--- config.mk ---
export PLATFORM = sky130hd
export DESIGN_NAME = quadrature_decoder_with_index
export DESIGN_NICKNAME = d
export VERILOG_FILES = /design/src/sv/qdi_pkg.sv /design/src/sv/qdi_in_stage.sv /design/src/sv/qdi_core.sv /design/src/sv/qdi_out_stage.sv /design/src/sv/quadrature_decoder_with_index.sv
export SDC_FILE = /design/constraint.sdc
export NUM_CORES = 1
export LEC_CHECK = 0
export ABC_AREA = 1
export BUFFER_PORTS_ARGS = -buffer_cell sky130_fd_sc_hd__buf_4
export CAP_MARGIN = 10
export CORE_ASPECT_RATIO = 0.6
export CORE_MARGIN = 2
export CORE_UTILIZATION = 57
export DETAILED_ROUTE_END_ITERATION = 7
export PLACE_DENSITY = 0.81
export SLEW_MARGIN = 30
export SYNTH_ARGS = -nofsm -noshare
export SYNTH_HDL_FRONTEND = slang
export SYNTH_SLANG_ARGS = --single-unit
--- constraint.sdc ---
create_clock -name clock -period 9.49 [get_ports clock]
set_input_delay 0.949 -clock clock [delete_from_list [all_inputs] [get_ports clock]]
set_output_delay 0.949 -clock clock [all_outputs]
set_load 0.1 [all_outputs]
--- src/sv/qdi_pkg.sv ---
// Package for the quadrature decoder with index.
// Holds item and result types, register codes and field widths; no dependencies.
`default_nettype none
package qdi_pkg;

   localparam int unsigned CountWidth   = 32;
   localparam int unsigned ReqDataWidth = 40;
   localparam int unsigned RspDataWidth = 232;

   // Register indexes on the configuration port
   localparam logic CSR_RELOAD_DIR_HIGH = 1'b0;
   localparam logic CSR_RELOAD_DIR_LOW  = 1'b1;

   // Item kinds carried in req_tuser
   localparam logic ACT_SAMPLE = 1'b0;
   localparam logic ACT_LOAD   = 1'b1;

   localparam logic [CountWidth-1:0] RELOAD_DIR_HIGH_RESET = 32'd0;
   localparam logic [CountWidth-1:0] RELOAD_DIR_LOW_RESET  = 32'd4096;

   typedef struct packed {
      logic                  action;
      logic                  pin_a;
      logic                  pin_b;
      logic                  pin_index;
      logic                  pin_dir;
      logic [CountWidth-1:0] load_value;
   } item_type;

   typedef struct packed {
      logic                  illegal_transition;
      logic                  index_seen;
      logic [CountWidth-1:0] index_count;
      logic [CountWidth-1:0] edges_on_b;
      logic [CountWidth-1:0] edges_on_a;
      logic [CountWidth-1:0] edges_last_revolution;
      logic [CountWidth-1:0] edges_since_index;
      logic [CountWidth-1:0] position_at_index;
      logic [CountWidth-1:0] position;
   } result_type;

endpackage
`default_nettype wire

--- src/sv/qdi_in_stage.sv ---
// Input register of the quadrature decoder with index.
// Holds one request beat until the core consumes it; uses qdi_pkg.
`default_nettype none
module qdi_in_stage
   import qdi_pkg::*;
(
   input  wire logic     clock,
   input  wire logic     reset,
   input  wire logic     in_valid,
   output logic          in_ready,
   input  wire item_type in_item,
   input  wire logic     advance,
   output logic          item_valid,
   output item_type      item
);

   logic     valid_ff;
   logic     valid_in;
   item_type item_ff;
   logic     take;

   // Accept when empty or when the held beat leaves this cycle
   assign in_ready = !valid_ff || advance;
   assign take     = in_valid && in_ready;
   assign valid_in = take || (valid_ff && !advance);

   always_ff @(posedge clock) begin
      if (reset) begin
         valid_ff <= 1'b0;
      end else begin
         valid_ff <= valid_in;
      end
   end

   always_ff @(posedge clock) begin
      if (take) begin
         item_ff <= in_item;
      end
   end

   assign item_valid = valid_ff;
   assign item       = item_ff;

endmodule
`default_nettype wire

--- src/sv/qdi_core.sv ---
// Decoder state, reload registers and next-state logic.
// Updates counters once per consumed item; uses qdi_pkg.
`default_nettype none
module qdi_core
   import qdi_pkg::*;
(
   input  wire logic                  clock,
   input  wire logic                  reset,
   input  wire logic                  csr_we,
   input  wire logic                  csr_index,
   input  wire logic [CountWidth-1:0] csr_wdata,
   input  wire logic                  advance,
   input  wire item_type              item,
   output result_type                 result
);

   logic [CountWidth-1:0] reload_high_val_ff;
   logic [CountWidth-1:0] reload_low_val_ff;

   logic                  prev_a_ff, prev_a_in;
   logic                  prev_b_ff, prev_b_in;
   logic                  prev_index_ff, prev_index_in;
   logic [CountWidth-1:0] position_ff, position_in;
   logic [CountWidth-1:0] index_position_ff, index_position_in;
   logic [CountWidth-1:0] edge_count_ff, edge_count_in;
   logic [CountWidth-1:0] saved_edge_count_ff, saved_edge_count_in;
   logic [CountWidth-1:0] a_total_ff, a_total_in;
   logic [CountWidth-1:0] b_total_ff, b_total_in;
   logic [CountWidth-1:0] index_total_ff, index_total_in;
   logic                  seen_ff, seen_in;
   logic                  illegal;

   logic                  a_change;
   logic                  b_change;
   logic                  count_up;
   logic [CountWidth-1:0] step_position;
   logic [CountWidth-1:0] step_edges;

   // Reload registers
   always_ff @(posedge clock) begin
      if (reset) begin
         reload_high_val_ff <= RELOAD_DIR_HIGH_RESET;
         reload_low_val_ff  <= RELOAD_DIR_LOW_RESET;
      end else if (csr_we) begin
         unique case (csr_index)
            CSR_RELOAD_DIR_HIGH: reload_high_val_ff <= csr_wdata;
            CSR_RELOAD_DIR_LOW:  reload_low_val_ff  <= csr_wdata;
            default:             reload_low_val_ff  <= reload_low_val_ff;
         endcase
      end
   end

   assign a_change = item.pin_a != prev_a_ff;
   assign b_change = item.pin_b != prev_b_ff;
   // A edge counts up when A differs from B after it, B edge when they match
   assign count_up = a_change ? (item.pin_a ^ item.pin_b) : !(item.pin_a ^ item.pin_b);
   assign step_position = count_up ? position_ff + 1'b1 : position_ff - 1'b1;
   assign step_edges    = edge_count_ff + 1'b1;

   always_comb begin
      prev_a_in           = prev_a_ff;
      prev_b_in           = prev_b_ff;
      prev_index_in       = prev_index_ff;
      position_in         = position_ff;
      index_position_in   = index_position_ff;
      edge_count_in       = edge_count_ff;
      saved_edge_count_in = saved_edge_count_ff;
      a_total_in          = a_total_ff;
      b_total_in          = b_total_ff;
      index_total_in      = index_total_ff;
      seen_in             = seen_ff;
      illegal             = 1'b0;
      if (item.action == ACT_LOAD) begin
         if (position_ff != item.load_value) begin
            position_in   = item.load_value;
            edge_count_in = item.load_value;
         end
      end else begin
         priority if (a_change && b_change) begin
            illegal = 1'b1;
         end else if (a_change) begin
            position_in   = step_position;
            edge_count_in = step_edges;
            a_total_in    = a_total_ff + 1'b1;
         end else if (b_change) begin
            position_in   = step_position;
            edge_count_in = step_edges;
            b_total_in    = b_total_ff + 1'b1;
         end else begin
            illegal = 1'b0;
         end
         // Index rising edge: latch after the A/B step, then reload
         if (item.pin_index && !prev_index_ff) begin
            seen_in             = 1'b1;
            index_position_in   = position_in;
            position_in         = item.pin_dir ? reload_high_val_ff : reload_low_val_ff;
            saved_edge_count_in = edge_count_in;
            edge_count_in       = '0;
            index_total_in      = index_total_ff + 1'b1;
         end
         prev_a_in     = item.pin_a;
         prev_b_in     = item.pin_b;
         prev_index_in = item.pin_index;
      end
   end

   always_ff @(posedge clock) begin
      if (reset) begin
         prev_a_ff           <= 1'b0;
         prev_b_ff           <= 1'b0;
         prev_index_ff       <= 1'b0;
         position_ff         <= '0;
         index_position_ff   <= '0;
         edge_count_ff       <= '0;
         saved_edge_count_ff <= '0;
         a_total_ff          <= '0;
         b_total_ff          <= '0;
         index_total_ff      <= '0;
         seen_ff             <= 1'b0;
      end else if (advance) begin
         prev_a_ff           <= prev_a_in;
         prev_b_ff           <= prev_b_in;
         prev_index_ff       <= prev_index_in;
         position_ff         <= position_in;
         index_position_ff   <= index_position_in;
         edge_count_ff       <= edge_count_in;
         saved_edge_count_ff <= saved_edge_count_in;
         a_total_ff          <= a_total_in;
         b_total_ff          <= b_total_in;
         index_total_ff      <= index_total_in;
         seen_ff             <= seen_in;
      end
   end

   always_comb begin
      result.position              = position_in;
      result.position_at_index     = index_position_in;
      result.edges_since_index     = edge_count_in;
      result.edges_last_revolution = saved_edge_count_in;
      result.edges_on_a            = a_total_in;
      result.edges_on_b            = b_total_in;
      result.index_count           = index_total_in;
      result.index_seen            = seen_in;
      result.illegal_transition    = illegal;
   end

endmodule
`default_nettype wire

--- src/sv/qdi_out_stage.sv ---
// Result register of the quadrature decoder with index.
// Holds one response beat until the receiver takes it; uses qdi_pkg.
`default_nettype none
module qdi_out_stage
   import qdi_pkg::*;
(
   input  wire logic       clock,
   input  wire logic       reset,
   input  wire logic       item_valid,
   output logic            advance,
   input  wire result_type result_in,
   output logic            out_valid,
   input  wire logic       out_ready,
   output result_type      result
);

   logic       valid_ff;
   logic       valid_in;
   result_type result_ff;

   // Advance when an item waits and the register is free or draining
   assign advance  = item_valid && (!valid_ff || out_ready);
   assign valid_in = advance || (valid_ff && !out_ready);

   always_ff @(posedge clock) begin
      if (reset) begin
         valid_ff <= 1'b0;
      end else begin
         valid_ff <= valid_in;
      end
   end

   always_ff @(posedge clock) begin
      if (advance) begin
         result_ff <= result_in;
      end
   end

   assign out_valid = valid_ff;
   assign result    = result_ff;

endmodule
`default_nettype wire

--- src/sv/quadrature_decoder_with_index.sv ---
// Top level of the x4 quadrature decoder with index handling.
// Instantiates qdi_in_stage, qdi_core and qdi_out_stage; uses qdi_pkg.
//
// Usage:
//   req_*  carries one beat per pin sample or position load. req_tuser is
//          the item kind (sample or load); req_tdata holds the pin levels
//          and the load value.
//   rsp_*  returns exactly one beat per request beat with the decoder
//          state after that item: position, latched index values, edge
//          counters and the illegal-transition flag for this item.
//   csr_*  writes the two index reload registers; write only while idle.
// Path: an accepted beat passes the input register, then the result
// register; the A/B/index update is one pass of combinational logic
// between them.
// Throughput: one beat per cycle while rsp_tready stays high, set by
// the state update loop in qdi_core.
// Stall: while rsp_tready is low the result register holds its beat, the
// input register fills, and then req_tready drops; nothing is lost.
// Reset (synchronous, active high) empties both registers, clears all
// counters and pin history, and loads reload_dir_low with 4096 and
// reload_dir_high with 0.
`default_nettype none
module quadrature_decoder_with_index
   import qdi_pkg::*;
(
   input  wire logic                    clock,
   input  wire logic                    reset,
   input  wire logic                    req_tvalid,
   output logic                         req_tready,
   // req_tdata from bit 0: pin_a, pin_b, pin_index, pin_dir,
   //   load_value[31:0], zero pad
   input  wire logic [ReqDataWidth-1:0] req_tdata,
   // req_tuser: action (0 pin sample, 1 load)
   input  wire logic                    req_tuser,
   output logic                         rsp_tvalid,
   input  wire logic                    rsp_tready,
   // rsp_tdata from bit 0: position, position_at_index, edges_since_index,
   //   edges_last_revolution, edges_on_a, edges_on_b, index_count
   //   (32 bits each), index_seen, illegal_transition, zero pad
   output logic [RspDataWidth-1:0]      rsp_tdata,
   input  wire logic                    csr_we,
   input  wire logic                    csr_index,
   input  wire logic [CountWidth-1:0]   csr_wdata
);

   item_type   req_item;
   item_type   item;
   logic       item_valid;
   logic       advance;
   result_type core_result;
   result_type rsp_result;

   // Unpack the request beat
   always_comb begin
      req_item.action     = req_tuser;
      req_item.pin_a      = req_tdata[0];
      req_item.pin_b      = req_tdata[1];
      req_item.pin_index  = req_tdata[2];
      req_item.pin_dir    = req_tdata[3];
      req_item.load_value = req_tdata[4 +: CountWidth];
   end

   qdi_in_stage u_in_stage (
      .clock      (clock),
      .reset      (reset),
      .in_valid   (req_tvalid),
      .in_ready   (req_tready),
      .in_item    (req_item),
      .advance    (advance),
      .item_valid (item_valid),
      .item       (item)
   );

   // Commit the state update only on the cycle the item moves forward
   qdi_core u_core (
      .clock     (clock),
      .reset     (reset),
      .csr_we    (csr_we),
      .csr_index (csr_index),
      .csr_wdata (csr_wdata),
      .advance   (advance),
      .item      (item),
      .result    (core_result)
   );

   qdi_out_stage u_out_stage (
      .clock      (clock),
      .reset      (reset),
      .item_valid (item_valid),
      .advance    (advance),
      .result_in  (core_result),
      .out_valid  (rsp_tvalid),
      .out_ready  (rsp_tready),
      .result     (rsp_result)
   );

   // Pack the response beat, position in the lowest bits
   assign rsp_tdata = {{(RspDataWidth - $bits(result_type)){1'b0}}, rsp_result};

endmodule
`default_nettype wire

==> qor_table.md <==
| Group | Item | Reported |
|---|---|---|
| global route | Global routing usage summed across all routing layers | 31.8% |
| floorplan | Total die area | 48,900 um2 |
| finish | Area added between synthesis and finish | 15.3% |
| floorplan | Ports | 313 |
| timing | Fmax | 266 MHz |
| hold path | Worst hold path class | register to register |
| logic synthesis | Number of synthesized flops with an enable pin | 263 |
| timing | Pins Over Slew Limit | 0 |
| setup path | Category of the critical setup timing path | register to register |
| clock tree | CTS buffer count | 49 |
| finish | Antenna fix cells | 0 |
| route | Average wire length per cell after detail routing | 19.7 um |
| outcome | Outcome | finished, final reports clean |
| clock tree | Number of hold buffers added after CTS | 0 |
| logic synthesis | Async S/R FF share, synth | 0% |
| setup path | Critical path data arrival time | 4.24 ns |
| setup path | Max FO, Critical Path | 54 |
| clock tree | Clk sinks | 557 |
| floorplan | DIE WIDTH | 284 um |
| route | Post-detailed-routing wire length | 80,100 um |
| route | Residual DRC count | 0 |
| clock tree | H-tree depth | 2 |
| logic synthesis | Synth Register Bits | 557 |
| finish | Number of standard cells in the layout, taps in and fillers out | 4,074 |
| placement | Dpl cells | 3,984 |
| finish | Layout cell share with drive strength beyond 1 | 15.0% |
| clock tree | Resized cells post-CTS | 0 |
| timing | Final hold vios | 0 |
| setup path | Nature of the critical path endpoint | register |
| global route | Maximum number of pins on one net before global-route repair | 246 |
| global route | Wire length of the first global-routing pass | 119,000 um |
| global route | Number of global-route vias before repair | 20,100 |
| logic synthesis | YS warnings | 0 |
| floorplan | Initial Util | 57.8% |
| route | First-pass iteration count of the detailed router | 6 |
| timing | Slew at the pin closest to its max-slew limit | 1.17 ns |
| setup path | Worst-case register-to-register setup slack | 5.72 ns |
| route | Remaining number of nets flagged by the antenna check after routing | 0 |
| finish | Commonest cells after routing, fill and taps aside | sky130_fd_sc_hd__nand2_1, sky130_fd_sc_hd__inv_1, sky130_fd_sc_hd__o21ai_0 |
| power and ir drop | Largest vdd supply drop | 0.000140 V |
| timing | Fraction of the cycle the final worst path needs | 39.7% |
| global route | Total global routing overflow | 0 |
| power and ir drop | Total power per unit cell area | 197 nW/um2 |
| route | Drt initial violations | 2,926 |
| logic synthesis | Average footprint of a synthesized cell | 8.39 um2 |
| setup path | Critical Path RT | 9.96 ns |
| floorplan | Placement row count | 61 |
| placement | Count of port buffers added during placement | 302 |
| clock tree | Setup Buffers After CTS | 0 |
| floorplan | Die extent in y | 172 um |
| timing | Skew final | 0.0234 ns |
| finish | Share of the core filled with cells in the final layout | 66.7% |
| timing | Headroom to the max-slew limit | 21.1% |
| timing | Setup repair after global routing missed its margin | no |
| timing | Clock period minus worst slack | 3.77 ns |
| logic synthesis | Syn Std Cell Area | 26,800 um2 |
| clock tree | Clock Latency Late Sink | 0.59 ns |
| floorplan | Floorplan Core Area | 46,400 um2 |
| clock tree | Register clock-pin slew on the reported worst setup and hold paths | 0.07 ns |
| timing | Endpoints failing setup | 0 |
| logic synthesis | Sequential fraction of the synthesis area | 51.4% |
| placement | Final weighted congestion of routability-driven global placement | 1.05 |
| job | Max-cap violations | 0 |
| route | Vias | 22,900 |
| clock tree | Clock buffer depth | 3 |
| logic synthesis | Flip-flop cell with the highest count after synthesis | sky130_fd_sc_hd__dfxtp_1 |
| global route | Initial antenna violation count | 2 |
| clock tree | Clock tree from TritonCTS | yes |
| finish | Total number of nets in the final design | 3,490 |
| logic synthesis | Count of distinct cell types in the synthesized netlist | 56 |
| logic synthesis | Synthesized instance count | 3,199 |
| route | Via density | 5.61 |
| power and ir drop | Leakage | 0.0137 uW |
| finish | Leading cell type in the layout, fill and taps excluded | sky130_fd_sc_hd__nand2_1 |
| placement | Final HPWL DP | 57,100 um |
| finish | Number of filler cells placed in the layout | 3,812 |
| setup path | Startpoint types | register |
| timing | Final-layout setup total negative slack | 0 ns |
| clock tree | Master cell of the clock root buffer | sky130_fd_sc_hd__clkbuf_16 |
| timing | Worst hold slack | 0.448 ns |
## layer usage
layer | vias to the layer above | global-route usage, % | wire, um
met4 | 2 | 7.80 | 1880
met1 | 10600 | 47.6 | 35400
li1 | 10900 | - | -
met3 | 126 | 11.9 | 11100
met2 | 1187 | 42.7 | 31700
met5 | - | 0 | 20
## report_power, final
group          internal, uW  switching [uW]  leakage (uW)
logic                   307            1020       0.00795
registers              2680             106       0.00494
clock network          1070             896      0.000756
total                  4070            2030        0.0137
## registers in the layout (all words and copies together) (netlist names)
| register | flops |
|---|---|
| u_out_stage.result | 226 |
| u_in_stage.item | 37 |
| u_core.a_total_ff | 32 |
| u_core.b_total_ff | 32 |
| u_core.edge_count_ff | 32 |
| u_core.index_position_ff | 32 |
| u_core.index_total_ff | 32 |
| u_core.position_ff | 32 |
| u_core.reload_high_val_ff | 32 |
| u_core.reload_low_val_ff | 32 |
| u_core.saved_edge_count_ff | 32 |
| u_core.prev_a_ff | 1 |
| u_core.prev_b_ff | 1 |
| u_core.prev_index_ff | 1 |
| u_core.seen_ff | 1 |
| u_in_stage.item_valid | 1 |
| u_out_stage.out_valid | 1 |
## synth_stat cells, types with 43 or more instances
master | count | area (um2)
sky130_fd_sc_hd__nand3_1 | 97 | 485
sky130_fd_sc_hd__nor3_1 | 43 | 215
sky130_fd_sc_hd__o21ai_1 | 61 | 305
sky130_fd_sc_hd__inv_1 | 479 | 1800
sky130_fd_sc_hd__clkbuf_1 | 136 | 510
sky130_fd_sc_hd__nand2_1 | 529 | 1990
sky130_fd_sc_hd__nor2_1 | 212 | 796
sky130_fd_sc_hd__dfxtp_1 | 294 | 5890
sky130_fd_sc_hd__xor2_1 | 137 | 1200
sky130_fd_sc_hd__edfxtp_1 | 263 | 7900
sky130_fd_sc_hd__a21oi_1 | 239 | 1200
sky130_fd_sc_hd__o21ai_0 | 346 | 1730
## metrics by stage
stage | worst slack (ns) | total power (uW) | area, um2
final | 5.72 | 6090 | 31000
after CTS | 5.96 | 6090 | 30900
after global routing | 5.59 | 6310 | 31000
after floorplan | 0.649 | 3800 | 26900
after detailed placement | 5.68 | 4130 | 29400
after global placement | 5.75 | 4120 | 29400
## layout make-up
| class | count | area (um2) | area share (%) |
|---|---|---|---|
| clock buffers | 71 | 1390 | 4.47 |
| clock inverters | 18 | 164 | 0.530 |
| inverters | 494 | 1870 | 6.04 |
| multi-input cells | 1985 | 10500 | 34.0 |
| flip-flops and latches | 557 | 13800 | 44.5 |
| well taps | 630 | 788 | 2.55 |
| repair buffers | 319 | 2450 | 7.92 |
## logic make-up after synthesis
group | after synthesis | synth area share, %
and+or+nand+nor | 1031 | 17.0
buffers and inverters | 662 | 9.65
muxes | 3 | 0.112
DFF | 557 | 51.4
other | 1 | 0.0140
adders and majority gates | 5 | 0.233
xor gates and xnor gates | 164 | 5.59
AOI/OAI and AO/OA | 776 | 16.0
## path summary, 6_finish.rpt
path                                startpoint                            to  depth (start not counted)
setup / recovery           u_in_stage.item[35]         u_core.position_ff[3]                         13
hold / removal    u_core.reload_low_val_ff[16]  u_core.reload_low_val_ff[16]                          2
setup reg to reg           u_in_stage.item[35]         u_core.position_ff[3]                         13
hold reg to reg   u_core.reload_low_val_ff[16]  u_core.reload_low_val_ff[16]                          2
## critical path, cell delays in order (launching register included)
cell	delay (ns)
sky130_fd_sc_hd__edfxtp_1	0.48
sky130_fd_sc_hd__inv_2	0.14
sky130_fd_sc_hd__nand2_2	0.07
sky130_fd_sc_hd__nand2_4	0.14
sky130_fd_sc_hd__nand2_2	0.14
sky130_fd_sc_hd__nand2_4	0.57
sky130_fd_sc_hd__inv_1	0.51
sky130_fd_sc_hd__buf_4	0.37
sky130_fd_sc_hd__a21oi_1	0.13
sky130_fd_sc_hd__o21ai_0	0.08
sky130_fd_sc_hd__o21ai_0	0.26
sky130_fd_sc_hd__o221ai_1	0.38
sky130_fd_sc_hd__o21ai_0	0.25
sky130_fd_sc_hd__inv_1	0.06
(Power assumes the default switching activity.)
